<file path="src/design/ssum_pkg.sv">
// ----------------------------------------------------------------------------
// ssum_pkg
// Shared types and constants for the subset-sum search block.
// ----------------------------------------------------------------------------
package ssum_pkg;

  localparam int unsigned MAX_ELEMENTS_DEF = 16;
  localparam int unsigned VALUE_BITS_DEF   = 16;
  localparam int unsigned ITEM_W           = 16;
  localparam int unsigned TARGET_W         = 32;

  typedef struct packed {
    logic signed [ITEM_W-1:0] item_value;
    logic                     is_last;
  } ssum_item_t;

  typedef struct packed {
    logic found;
    logic overflowed;
  } ssum_result_t;

  // sequencer to accumulator
  typedef struct packed {
    logic clr;  // zero sum and subset mask
    logic upd;  // toggle one element into/out of the subset
  } ssum_acc_ctrl_t;

  typedef enum logic [1:0] {
    ST_IDLE,
    ST_CHECK,
    ST_ADD
  } ssum_state_e;

endpackage

</file>
<file path="src/design/ssum_store.sv">
// ----------------------------------------------------------------------------
// ssum_store
// Element memory: one write port, one registered read port.
// ----------------------------------------------------------------------------
module ssum_store import ssum_pkg::*; #(
  parameter int unsigned MAX_ELEMENTS = MAX_ELEMENTS_DEF,
  parameter int unsigned VALUE_BITS   = VALUE_BITS_DEF,
  localparam int unsigned IDX_W       = (MAX_ELEMENTS > 1) ? $clog2(MAX_ELEMENTS) : 1
) (
  input  logic                  clk_i,
  input  logic                  we_i,
  input  logic [IDX_W-1:0]      waddr_i,
  input  logic [VALUE_BITS-1:0] wdata_i,
  input  logic [IDX_W-1:0]      raddr_i,
  output logic [VALUE_BITS-1:0] rdata_o
);

  logic [VALUE_BITS-1:0] mem_q [MAX_ELEMENTS];
  logic [VALUE_BITS-1:0] rdata_q;

  always_ff @(posedge clk_i) begin
    if (we_i) begin
      mem_q[waddr_i] <= wdata_i;
    end
  end

  always_ff @(posedge clk_i) begin
    rdata_q <= mem_q[raddr_i];
  end

  assign rdata_o = rdata_q;

endmodule

</file>
<file path="src/design/ssum_acc.sv">
// ----------------------------------------------------------------------------
// ssum_acc
// Shared add/subtract unit with running sum, subset mask and target compare.
// ----------------------------------------------------------------------------
module ssum_acc import ssum_pkg::*; #(
  parameter int unsigned MAX_ELEMENTS = MAX_ELEMENTS_DEF,
  parameter int unsigned VALUE_BITS   = VALUE_BITS_DEF,
  localparam int unsigned IDX_W       = (MAX_ELEMENTS > 1) ? $clog2(MAX_ELEMENTS) : 1
) (
  input  logic                       clk_i,
  input  logic                       rst_ni,
  input  ssum_acc_ctrl_t             ctrl_i,
  input  logic [IDX_W-1:0]           idx_i,
  input  logic [VALUE_BITS-1:0]      elem_i,
  input  logic signed [TARGET_W-1:0] target_i,
  output logic                       hit_o
);

  // wide enough for the sum of every element at its extreme
  localparam int unsigned SUM_W = VALUE_BITS + $clog2(MAX_ELEMENTS + 1);
  localparam int unsigned CMP_W = (SUM_W > TARGET_W) ? SUM_W : TARGET_W;

  logic signed [SUM_W-1:0]  sum_q, sum_d;
  logic [MAX_ELEMENTS-1:0]  mask_q, mask_d;
  logic signed [SUM_W-1:0]  elem_ext;
  logic signed [CMP_W-1:0]  sum_cmp, tgt_cmp;

  assign elem_ext = SUM_W'($signed(elem_i));

  always_comb begin
    sum_d  = sum_q;
    mask_d = mask_q;
    priority if (ctrl_i.clr) begin
      sum_d  = '0;
      mask_d = '0;
    end else if (ctrl_i.upd) begin
      // element leaves the subset if present, joins otherwise
      sum_d          = mask_q[idx_i] ? (sum_q - elem_ext) : (sum_q + elem_ext);
      mask_d[idx_i]  = ~mask_q[idx_i];
    end
  end

  always_ff @(posedge clk_i or negedge rst_ni) begin
    if (!rst_ni) begin
      sum_q  <= '0;
      mask_q <= '0;
    end else begin
      sum_q  <= sum_d;
      mask_q <= mask_d;
    end
  end

  assign sum_cmp = CMP_W'(sum_q);
  assign tgt_cmp = CMP_W'(target_i);
  assign hit_o   = (sum_cmp == tgt_cmp);

endmodule

</file>
<file path="src/design/ssum_ctrl.sv">
// ----------------------------------------------------------------------------
// ssum_ctrl
// Load sequencer and Gray-code step counter for the subset walk.
// ----------------------------------------------------------------------------
module ssum_ctrl import ssum_pkg::*; #(
  parameter int unsigned MAX_ELEMENTS = MAX_ELEMENTS_DEF,
  parameter int unsigned VALUE_BITS   = VALUE_BITS_DEF,
  localparam int unsigned IDX_W       = (MAX_ELEMENTS > 1) ? $clog2(MAX_ELEMENTS) : 1
) (
  input  logic                  clk_i,
  input  logic                  rst_ni,
  input  logic                  start_i,
  input  ssum_item_t            item_i,
  output logic                  busy_o,
  output logic                  done_o,
  output ssum_result_t          result_o,
  // element store
  output logic                  we_o,
  output logic [IDX_W-1:0]      waddr_o,
  output logic [VALUE_BITS-1:0] wdata_o,
  output logic [IDX_W-1:0]      raddr_o,
  // accumulator
  output ssum_acc_ctrl_t        acc_o,
  input  logic                  hit_i
);

  localparam int unsigned CNT_W  = $clog2(MAX_ELEMENTS + 1);
  localparam int unsigned STEP_W = MAX_ELEMENTS + 1;
  localparam logic [CNT_W-1:0]  CNT_MAX  = CNT_W'(MAX_ELEMENTS);
  localparam logic [STEP_W-1:0] STEP_ONE = STEP_W'(1);

  ssum_state_e         state_q, state_d;
  logic [CNT_W-1:0]    count_q, count_d;
  logic                ovf_q, ovf_d;
  logic [STEP_W-1:0]   step_q, step_d;
  logic                done_q, done_d;
  ssum_result_t        res_q, res_d;

  logic                accept;
  logic                full;
  logic [STEP_W-1:0]   total;
  logic [IDX_W-1:0]    flip_idx;

  assign accept = start_i && (state_q == ST_IDLE);
  assign full   = (count_q == CNT_MAX);
  assign total  = STEP_ONE << count_q;

  // lowest set bit of the step count picks the element to flip
  always_comb begin
    flip_idx = '0;
    for (int i = MAX_ELEMENTS - 1; i >= 0; i--) begin
      if (step_q[i]) begin
        flip_idx = IDX_W'(i);
      end
    end
  end

  // next state
  always_comb begin
    state_d = state_q;
    unique case (state_q)
      ST_IDLE: begin
        if (accept && item_i.is_last) begin
          state_d = ST_CHECK;
        end
      end
      ST_CHECK: begin
        if (hit_i || (step_q == total)) begin
          state_d = ST_IDLE;
        end else begin
          state_d = ST_ADD;
        end
      end
      ST_ADD:  state_d = ST_CHECK;
      default: state_d = ST_IDLE;
    endcase
  end

  // datapath control and outputs
  always_comb begin
    count_d   = count_q;
    ovf_d     = ovf_q;
    step_d    = step_q;
    done_d    = 1'b0;
    res_d     = res_q;
    we_o      = 1'b0;
    acc_o     = '0;
    unique case (state_q)
      ST_IDLE: begin
        if (accept) begin
          if (full) begin
            ovf_d = 1'b1;
          end else begin
            we_o    = 1'b1;
            count_d = count_q + CNT_W'(1);
          end
          if (item_i.is_last) begin
            acc_o.clr = 1'b1;
            step_d    = STEP_ONE;
          end
        end
      end
      ST_CHECK: begin
        if (hit_i || (step_q == total)) begin
          done_d           = 1'b1;
          res_d.found      = hit_i;
          res_d.overflowed = ovf_q;
          count_d          = '0;
          ovf_d            = 1'b0;
        end
      end
      ST_ADD: begin
        acc_o.upd = 1'b1;
        step_d    = step_q + STEP_ONE;
      end
      default: ;
    endcase
  end

  always_ff @(posedge clk_i or negedge rst_ni) begin
    if (!rst_ni) begin
      state_q <= ST_IDLE;
      count_q <= '0;
      ovf_q   <= 1'b0;
      step_q  <= '0;
      done_q  <= 1'b0;
    end else begin
      state_q <= state_d;
      count_q <= count_d;
      ovf_q   <= ovf_d;
      step_q  <= step_d;
      done_q  <= done_d;
    end
  end

  always_ff @(posedge clk_i) begin
    res_q <= res_d;
  end

  assign busy_o   = (state_q != ST_IDLE);
  assign done_o   = done_q;
  assign result_o = res_q;
  assign waddr_o  = count_q[IDX_W-1:0];
  assign wdata_o  = VALUE_BITS'($unsigned(item_i.item_value));
  assign raddr_o  = flip_idx;

  // --------------------------------------------------------------------------
  // assertions
  // --------------------------------------------------------------------------
  a_done_single: assert property (@(posedge clk_i) disable iff (!rst_ni)
    done_q |=> !done_q)
    else $error("result strobe held longer than one cycle");

  a_done_idle: assert property (@(posedge clk_i) disable iff (!rst_ni)
    done_q |-> (state_q == ST_IDLE))
    else $error("result strobe while search still running");

  a_add_check: assert property (@(posedge clk_i) disable iff (!rst_ni)
    (state_q == ST_ADD) |=> (state_q == ST_CHECK))
    else $error("accumulate step not followed by compare");

  a_step_bound: assert property (@(posedge clk_i) disable iff (!rst_ni)
    (state_q != ST_IDLE) |-> (step_q <= total))
    else $error("subset walk ran past the last subset");

  a_count_bound: assert property (@(posedge clk_i) disable iff (!rst_ni)
    count_q <= CNT_MAX)
    else $error("element count beyond store depth");

endmodule

</file>
<file path="src/design/subset_sum_search.sv">
// ----------------------------------------------------------------------------
// subset_sum_search
// Loads a set of signed elements, then walks all subsets in Gray-code order
// with a running sum and reports whether any subset hits the target.
// ----------------------------------------------------------------------------
// Load: a beat that is not last is written to the element store on acceptance; busy_o stays low.
// A last beat over N stored elements starts a search; done_o is raised after
// the last subset's compare (earlier on a hit): one compare, then an add/compare
// pair per further subset, the element memory read overlapping each compare.
// Throughput: one set per search; done_o is a one-cycle strobe, never stalled.
// Reset: sequencer state, counts, sum and target (0) cleared; store and result_o undefined.
// ----------------------------------------------------------------------------
module subset_sum_search import ssum_pkg::*; #(
  parameter int unsigned MAX_ELEMENTS = MAX_ELEMENTS_DEF,
  parameter int unsigned VALUE_BITS   = VALUE_BITS_DEF
) (
  input  logic                       clk_i,
  input  logic                       rst_ni,
  // item channel
  input  logic                       start_i,
  input  ssum_item_t                 item_i,
  output logic                       busy_o,
  // result channel
  output logic                       done_o,
  output ssum_result_t               result_o,
  // target register write channel
  input  logic                       cfg_valid_i,
  output logic                       cfg_ready_o,
  input  logic signed [TARGET_W-1:0] cfg_data_i
);

  localparam int unsigned IDX_W = (MAX_ELEMENTS > 1) ? $clog2(MAX_ELEMENTS) : 1;

  logic signed [TARGET_W-1:0] target_q;

  logic                  we;
  logic [IDX_W-1:0]      waddr;
  logic [VALUE_BITS-1:0] wdata;
  logic [IDX_W-1:0]      raddr;
  logic [VALUE_BITS-1:0] rdata;
  ssum_acc_ctrl_t        acc_ctrl;
  logic                  hit;

  // Target register: always writable, only touched while idle by contract.
  assign cfg_ready_o = 1'b1;

  always_ff @(posedge clk_i or negedge rst_ni) begin
    if (!rst_ni) begin
      target_q <= '0;
    end else if (cfg_valid_i && cfg_ready_o) begin
      target_q <= cfg_data_i;
    end
  end

  // Sequencer: stores elements on load, then steps the Gray-code walk.
  // Read address is the lowest set bit of the step count, which the
  // accumulator uses in the following cycle to flip that element.
  ssum_ctrl #(
    .MAX_ELEMENTS (MAX_ELEMENTS),
    .VALUE_BITS   (VALUE_BITS)
  ) u_ctrl (
    .clk_i    (clk_i),
    .rst_ni   (rst_ni),
    .start_i  (start_i),
    .item_i   (item_i),
    .busy_o   (busy_o),
    .done_o   (done_o),
    .result_o (result_o),
    .we_o     (we),
    .waddr_o  (waddr),
    .wdata_o  (wdata),
    .raddr_o  (raddr),
    .acc_o    (acc_ctrl),
    .hit_i    (hit)
  );

  // Element memory, registered read.
  ssum_store #(
    .MAX_ELEMENTS (MAX_ELEMENTS),
    .VALUE_BITS   (VALUE_BITS)
  ) u_store (
    .clk_i   (clk_i),
    .we_i    (we),
    .waddr_i (waddr),
    .wdata_i (wdata),
    .raddr_i (raddr),
    .rdata_o (rdata)
  );

  // Shared adder/subtractor; compare of the running sum against the target
  // happens on the registered sum, so the empty subset is checked first.
  ssum_acc #(
    .MAX_ELEMENTS (MAX_ELEMENTS),
    .VALUE_BITS   (VALUE_BITS)
  ) u_acc (
    .clk_i    (clk_i),
    .rst_ni   (rst_ni),
    .ctrl_i   (acc_ctrl),
    .idx_i    (raddr),
    .elem_i   (rdata),
    .target_i (target_q),
    .hit_o    (hit)
  );

endmodule
</file>
<file path="config.mk">
export PLATFORM = sky130hd
export DESIGN_NAME = subset_sum_search
export DESIGN_NICKNAME = d
export VERILOG_FILES = /design/src/design/ssum_pkg.sv /design/src/design/ssum_store.sv /design/src/design/ssum_acc.sv /design/src/design/ssum_ctrl.sv /design/src/design/subset_sum_search.sv
export SDC_FILE = /design/constraint.sdc
export NUM_CORES = 1
export LEC_CHECK = 0
export BUFFER_PORTS_ARGS = -buffer_cell sky130_fd_sc_hd__buf_4
export CAP_MARGIN = 10
export CORE_MARGIN = 2
export CORE_UTILIZATION = 45
export CTS_CLUSTER_SIZE = 20
export DETAILED_ROUTE_END_ITERATION = 6
export GPL_ROUTABILITY_DRIVEN = 1
export PLACE_DENSITY = 0.67
export RECOVER_POWER = 50
export REMOVE_ABC_BUFFERS = 1
export SLEW_MARGIN = 20
export SYNTH_ARGS = -nofsm -noshare
export SYNTH_HDL_FRONTEND = slang
export SYNTH_SLANG_ARGS = --single-unit
</file>
<file path="constraint.sdc">
create_clock -name clk_i -period 5.2 [get_ports clk_i]
set_clock_uncertainty 0.2 [all_clocks]
set_input_delay 0.26 -clock clk_i [delete_from_list [all_inputs] [get_ports clk_i]]
set_output_delay 0.26 -clock clk_i [all_outputs]
set_load 0.01 [all_outputs]
</file>
==> impl_metrics.env <==
export IMPL_fin_nets=1580
export IMPL_synth_top_flop_cell="edfxtp_1"
export IMPL_clock_latency_ns=0.55
export IMPL_rr_endpoint="u_acc.sum_q[19]$_DFFE_PN0P_"
export IMPL_grt_setup_unrepaired="yes"
export IMPL_wl_um=40900
export IMPL_die_w_um=195
export IMPL_core_area_mm2=0.0357
export IMPL_min_period_ns=4.98
export IMPL_pin_count=58
export IMPL_num_antenna_cells=0
export IMPL_die_area_mm2=0.0380
export IMPL_min_path_type="in -> reg"
export IMPL_grt_start_max_net_pins=70
export IMPL_fin_ws_ns=0.218
export IMPL_grt_pass1_vias=11425
export IMPL_setup_violations_final=0
export IMPL_ys_ff_latch=369
export IMPL_vias_per_cell=5.74
export IMPL_yosysUniqueCellTypes=76
export IMPL_drt_wirelength_per_cell_um=20.6
export IMPL_hold_viol=0
export IMPL_min_from="cfg_valid_i"
export IMPL_grt_remaining_overflow=0
export IMPL_synthCells=1338
export IMPL_placed_cell_area_mm2=0.0177
export IMPL_max_freq_ghz=0.201
export IMPL_post_route_period_util=0.958
export IMPL_initial_core_util=0.459
export IMPL_clk_pin_slew_worst_paths_ns=0.06
export IMPL_syn_to_final_growth_pct=19.6
export IMPL_synthArstFlopShare=0.257
export IMPL_synth_edf_count=258
export IMPL_firstDrtPassIters=5
export IMPL_cpPeakStageDelay_ns=0.42
export IMPL_status="finished, violations left"
export IMPL_port_buffers=56
export IMPL_rrSetupSlack_ns=0.22
export IMPL_std_cell_rows=69
export IMPL_required_ns=5.41
export IMPL_antenna_found_initial=0
export IMPL_drive_gt1_frac=0.165
export IMPL_r2r_start="u_ctrl.step_q[14]$_DFFE_PN0P_"
export IMPL_cts_buffers=40
export IMPL_power_density_mw_per_mm2=507
export IMPL_syn_avg_cell_area_um2=12.3
export IMPL_finalMaxSlewViolations=87
export IMPL_path_buf_inv=3
export IMPL_postLayoutCoreUtil=0.549
export IMPL_violations="max-capacitance violations, max-slew violations"
export IMPL_cp_slowest_cell="a2111o_1"
export IMPL_cp_cell_sequence="nand2b_1 -> a221o_1 -> a2111o_1 -> nand2_2 -> mux2_1 -> a211oi_4 -> o211a_4 -> buf_4 -> a21o_1 -> inv_1 -> ha_1 -> nor2b_1 -> o21ai_1 -> nand2b_1 -> a2111oi_4 -> buf_4 -> o21ai_0 -> a21oi_1 -> o21ai_2 -> a31oi_1 -> xor2_1 -> o21ai_0"
export IMPL_yosysWarnings=0
export IMPL_peakVddDrop_mv=0.370
export IMPL_finish_instance_area_mm2=0.0196
export IMPL_startpoint_type="flip-flop"
export IMPL_hpwl_um=23300
export IMPL_clkSinkCount=369
export IMPL_ys_seq_area_frac=0.637
export IMPL_endpoint_kind="flip-flop"
export IMPL_hold_path_endpoint="target_q[31]$_DFFE_PN0P_"
export IMPL_gp_congestion=0.850
export IMPL_rr_worst_depth=22
export IMPL_leakagePower_uw=0.00735
export IMPL_most_common_layout_cells="258 x edfxtp_1, 177 x nand2_1, 118 x buf_4"
export IMPL_dpl_worst_slack_ns=-0.147
export IMPL_first_iter_violations=924
export IMPL_relSlewSlack=-1.12
export IMPL_worst_hold_slack_ns=0.0684
export IMPL_path_max_fanout=7
export IMPL_whs_path_depth=2
export IMPL_final_common_cell="edfxtp_1"
export IMPL_max_cap_violations=2
export IMPL_clockBufferDepth=3
export IMPL_synth_area_mm2=0.0164
export IMPL_h_tree_depth=2
export IMPL_cts_tree="built"
export IMPL_drc=0
export IMPL_arrival_ns=5.19
export IMPL_path_delay_family="compound AO/OA/AOI/OAI gates"
export IMPL_fp_dieH_um=195
export IMPL_critPathKind="reg -> reg"
export IMPL_track_usage=0.215
export IMPL_worst_slew_pin_slew_ns=3.18
export IMPL_cts_root_buf="clkbuf_16"
export IMPL_crit_cells=22
export IMPL_ant_nets=0
export IMPL_num_vias=11423
export IMPL_grt_pass1_wl_um=63800
[metal layers]
layer,vias to the layer above,track usage,part of all wire
met5,-,0,0
met4,0,0.0769,0.033
met3,90,0.0349,0.073
met2,440,0.355,0.47
met1,5565,0.290,0.42
li1,5328,-,-
[synth_stat cells, types with 5 or more instances]
cell type	n	area share
nor2b_1	11	0.0042
or4_1	6	0.0027
edfxtp_1	258	0.47
ha_1	28	0.021
o31ai_1	6	0.0027
nor4_1	11	0.0042
a21oi_1	100	0.031
buf_2	16	0.0049
clkbuf_1	53	0.012
mux2i_1	12	0.0073
dfrtp_1	95	0.14
o22a_1	9	0.0048
or3_1	10	0.0038
o21ai_0	49	0.015
nand2_1	177	0.041
nor3_1	18	0.0055
a21o_1	12	0.0055
and2_1	19	0.0072
mux2_2	33	0.023
a31oi_1	10	0.0038
dfxtp_1	16	0.020
inv_1	27	0.0062
nand3_1	32	0.0098
nand2b_1	10	0.0038
nand4_1	10	0.0038
buf_1	5	0.0011
a22oi_1	28	0.013
o221ai_1	15	0.0080
xor2_1	42	0.022
and3_1	7	0.0027
a221oi_1	48	0.026
nor2_1	66	0.015
xnor2_1	28	0.015
[cell type report]
class | instances | area, µm²
Multi-Input combinational cell | 862 | 5680
Clock inverter | 27 | 240
Inverter | 28 | 105
Timing Repair Buffer | 197 | 1550
Clock buffer | 46 | 1020
Tap cell | 461 | 577
Fill cell | 2976 | 16100
Sequential cell | 369 | 10400
[worst reg2reg max path, stage by stage (launching register included)]
cell and delay [ns]:
dfrtp_1 0.38, nand2b_1 0.14, a221o_1 0.34, a2111o_1 0.42
nand2_2 0.11, mux2_1 0.36, a211oi_4 0.28, o211a_4 0.24
buf_4 0.15, a21o_1 0.16, inv_1 0.05, ha_1 0.26
nor2b_1 0.13, o21ai_1 0.11, nand2b_1 0.14, a2111oi_4 0.32
buf_4 0.18, o21ai_0 0.09, a21oi_1 0.25, o21ai_2 0.10
a31oi_1 0.22, xor2_1 0.15, o21ai_0 0.08
[repair_timing]
item,4_1_cts,5_1_grt
endpoints found under the hold margin,340,0
setup buffers,1,5
endpoints found under the setup margin,4,11
pin swaps,2,10
gates cloned,1,0
hold buffers,52,0
gates resized for setup,11,18
[kinds of logic (layout without fill, tap and decap cells)]
group	Yosys count	count (layout)	share of synthesized area
other	1	1	0.000229
adders and majority gates	29	29	0.0226
muxes	46	46	0.0307
buffers and inverters	108	298	0.0276
xor gates and xnor gates	70	70	0.0374
and+or+nand+nor	389	389	0.110
AOI/OAI and AO/OA	326	327	0.134
DFF	369	369	0.637
[where the power goes]
part           internal (µW)  total [µW]  switching (µW)
Sequential              3480        3720             238
Clock                   1570        2730            1150
Combinational           1510        3490            1980
[metrics by stage]
step	power [µW]	cells	TNS, ns
after floorplan	5890	1258	-8.73
after global placement	6970	1857	-0.000673
after detailed placement	7050	1858	-0.251
after CTS	9860	1985	0
after global routing	10500	1990	-0.186
final	9940	1990	0
[sequential cells by signal, indices dropped and copies added, names as in the netlist]
name,count
u_ctrl.result_o,2
u_acc.sum_q,21
u_ctrl.done_o,1
u_store.rdata_o,16
u_acc.mask_q,16
target_q,32
u_ctrl.state_q,2
u_ctrl.step_q,17
u_ctrl.ovf_q,1
u_store.mem_q,256
u_ctrl.count_q,5
[worst max-delay path by stage]
| stage | startpoint | slack (ns) | to |
|---|---|---|---|
| 2_1_floorplan | u_ctrl.step_q[14]$_DFFE_PN0P_ | -0.93 | u_acc.sum_q[19]$_DFFE_PN0P_ |
| 3_3_place_gp | u_ctrl.step_q[14]$_DFFE_PN0P_ | -0.0007 | u_acc.sum_q[20]$_DFFE_PN0P_ |
| 3_5_place_dp | u_ctrl.step_q[14]$_DFFE_PN0P_ | -0.15 | u_acc.sum_q[20]$_DFFE_PN0P_ |
| 4_1_cts | u_ctrl.step_q[5]$_DFFE_PN0P_ | 0.009 | u_acc.sum_q[20]$_DFFE_PN0P_ |
| 5_1_grt | u_ctrl.step_q[14]$_DFFE_PN0P_ | -0.08 | u_acc.sum_q[20]$_DFFE_PN0P_ |
| 6_report | u_ctrl.step_q[14]$_DFFE_PN0P_ | 0.22 | u_acc.sum_q[19]$_DFFE_PN0P_ |
(Power assumes the default switching activity.)
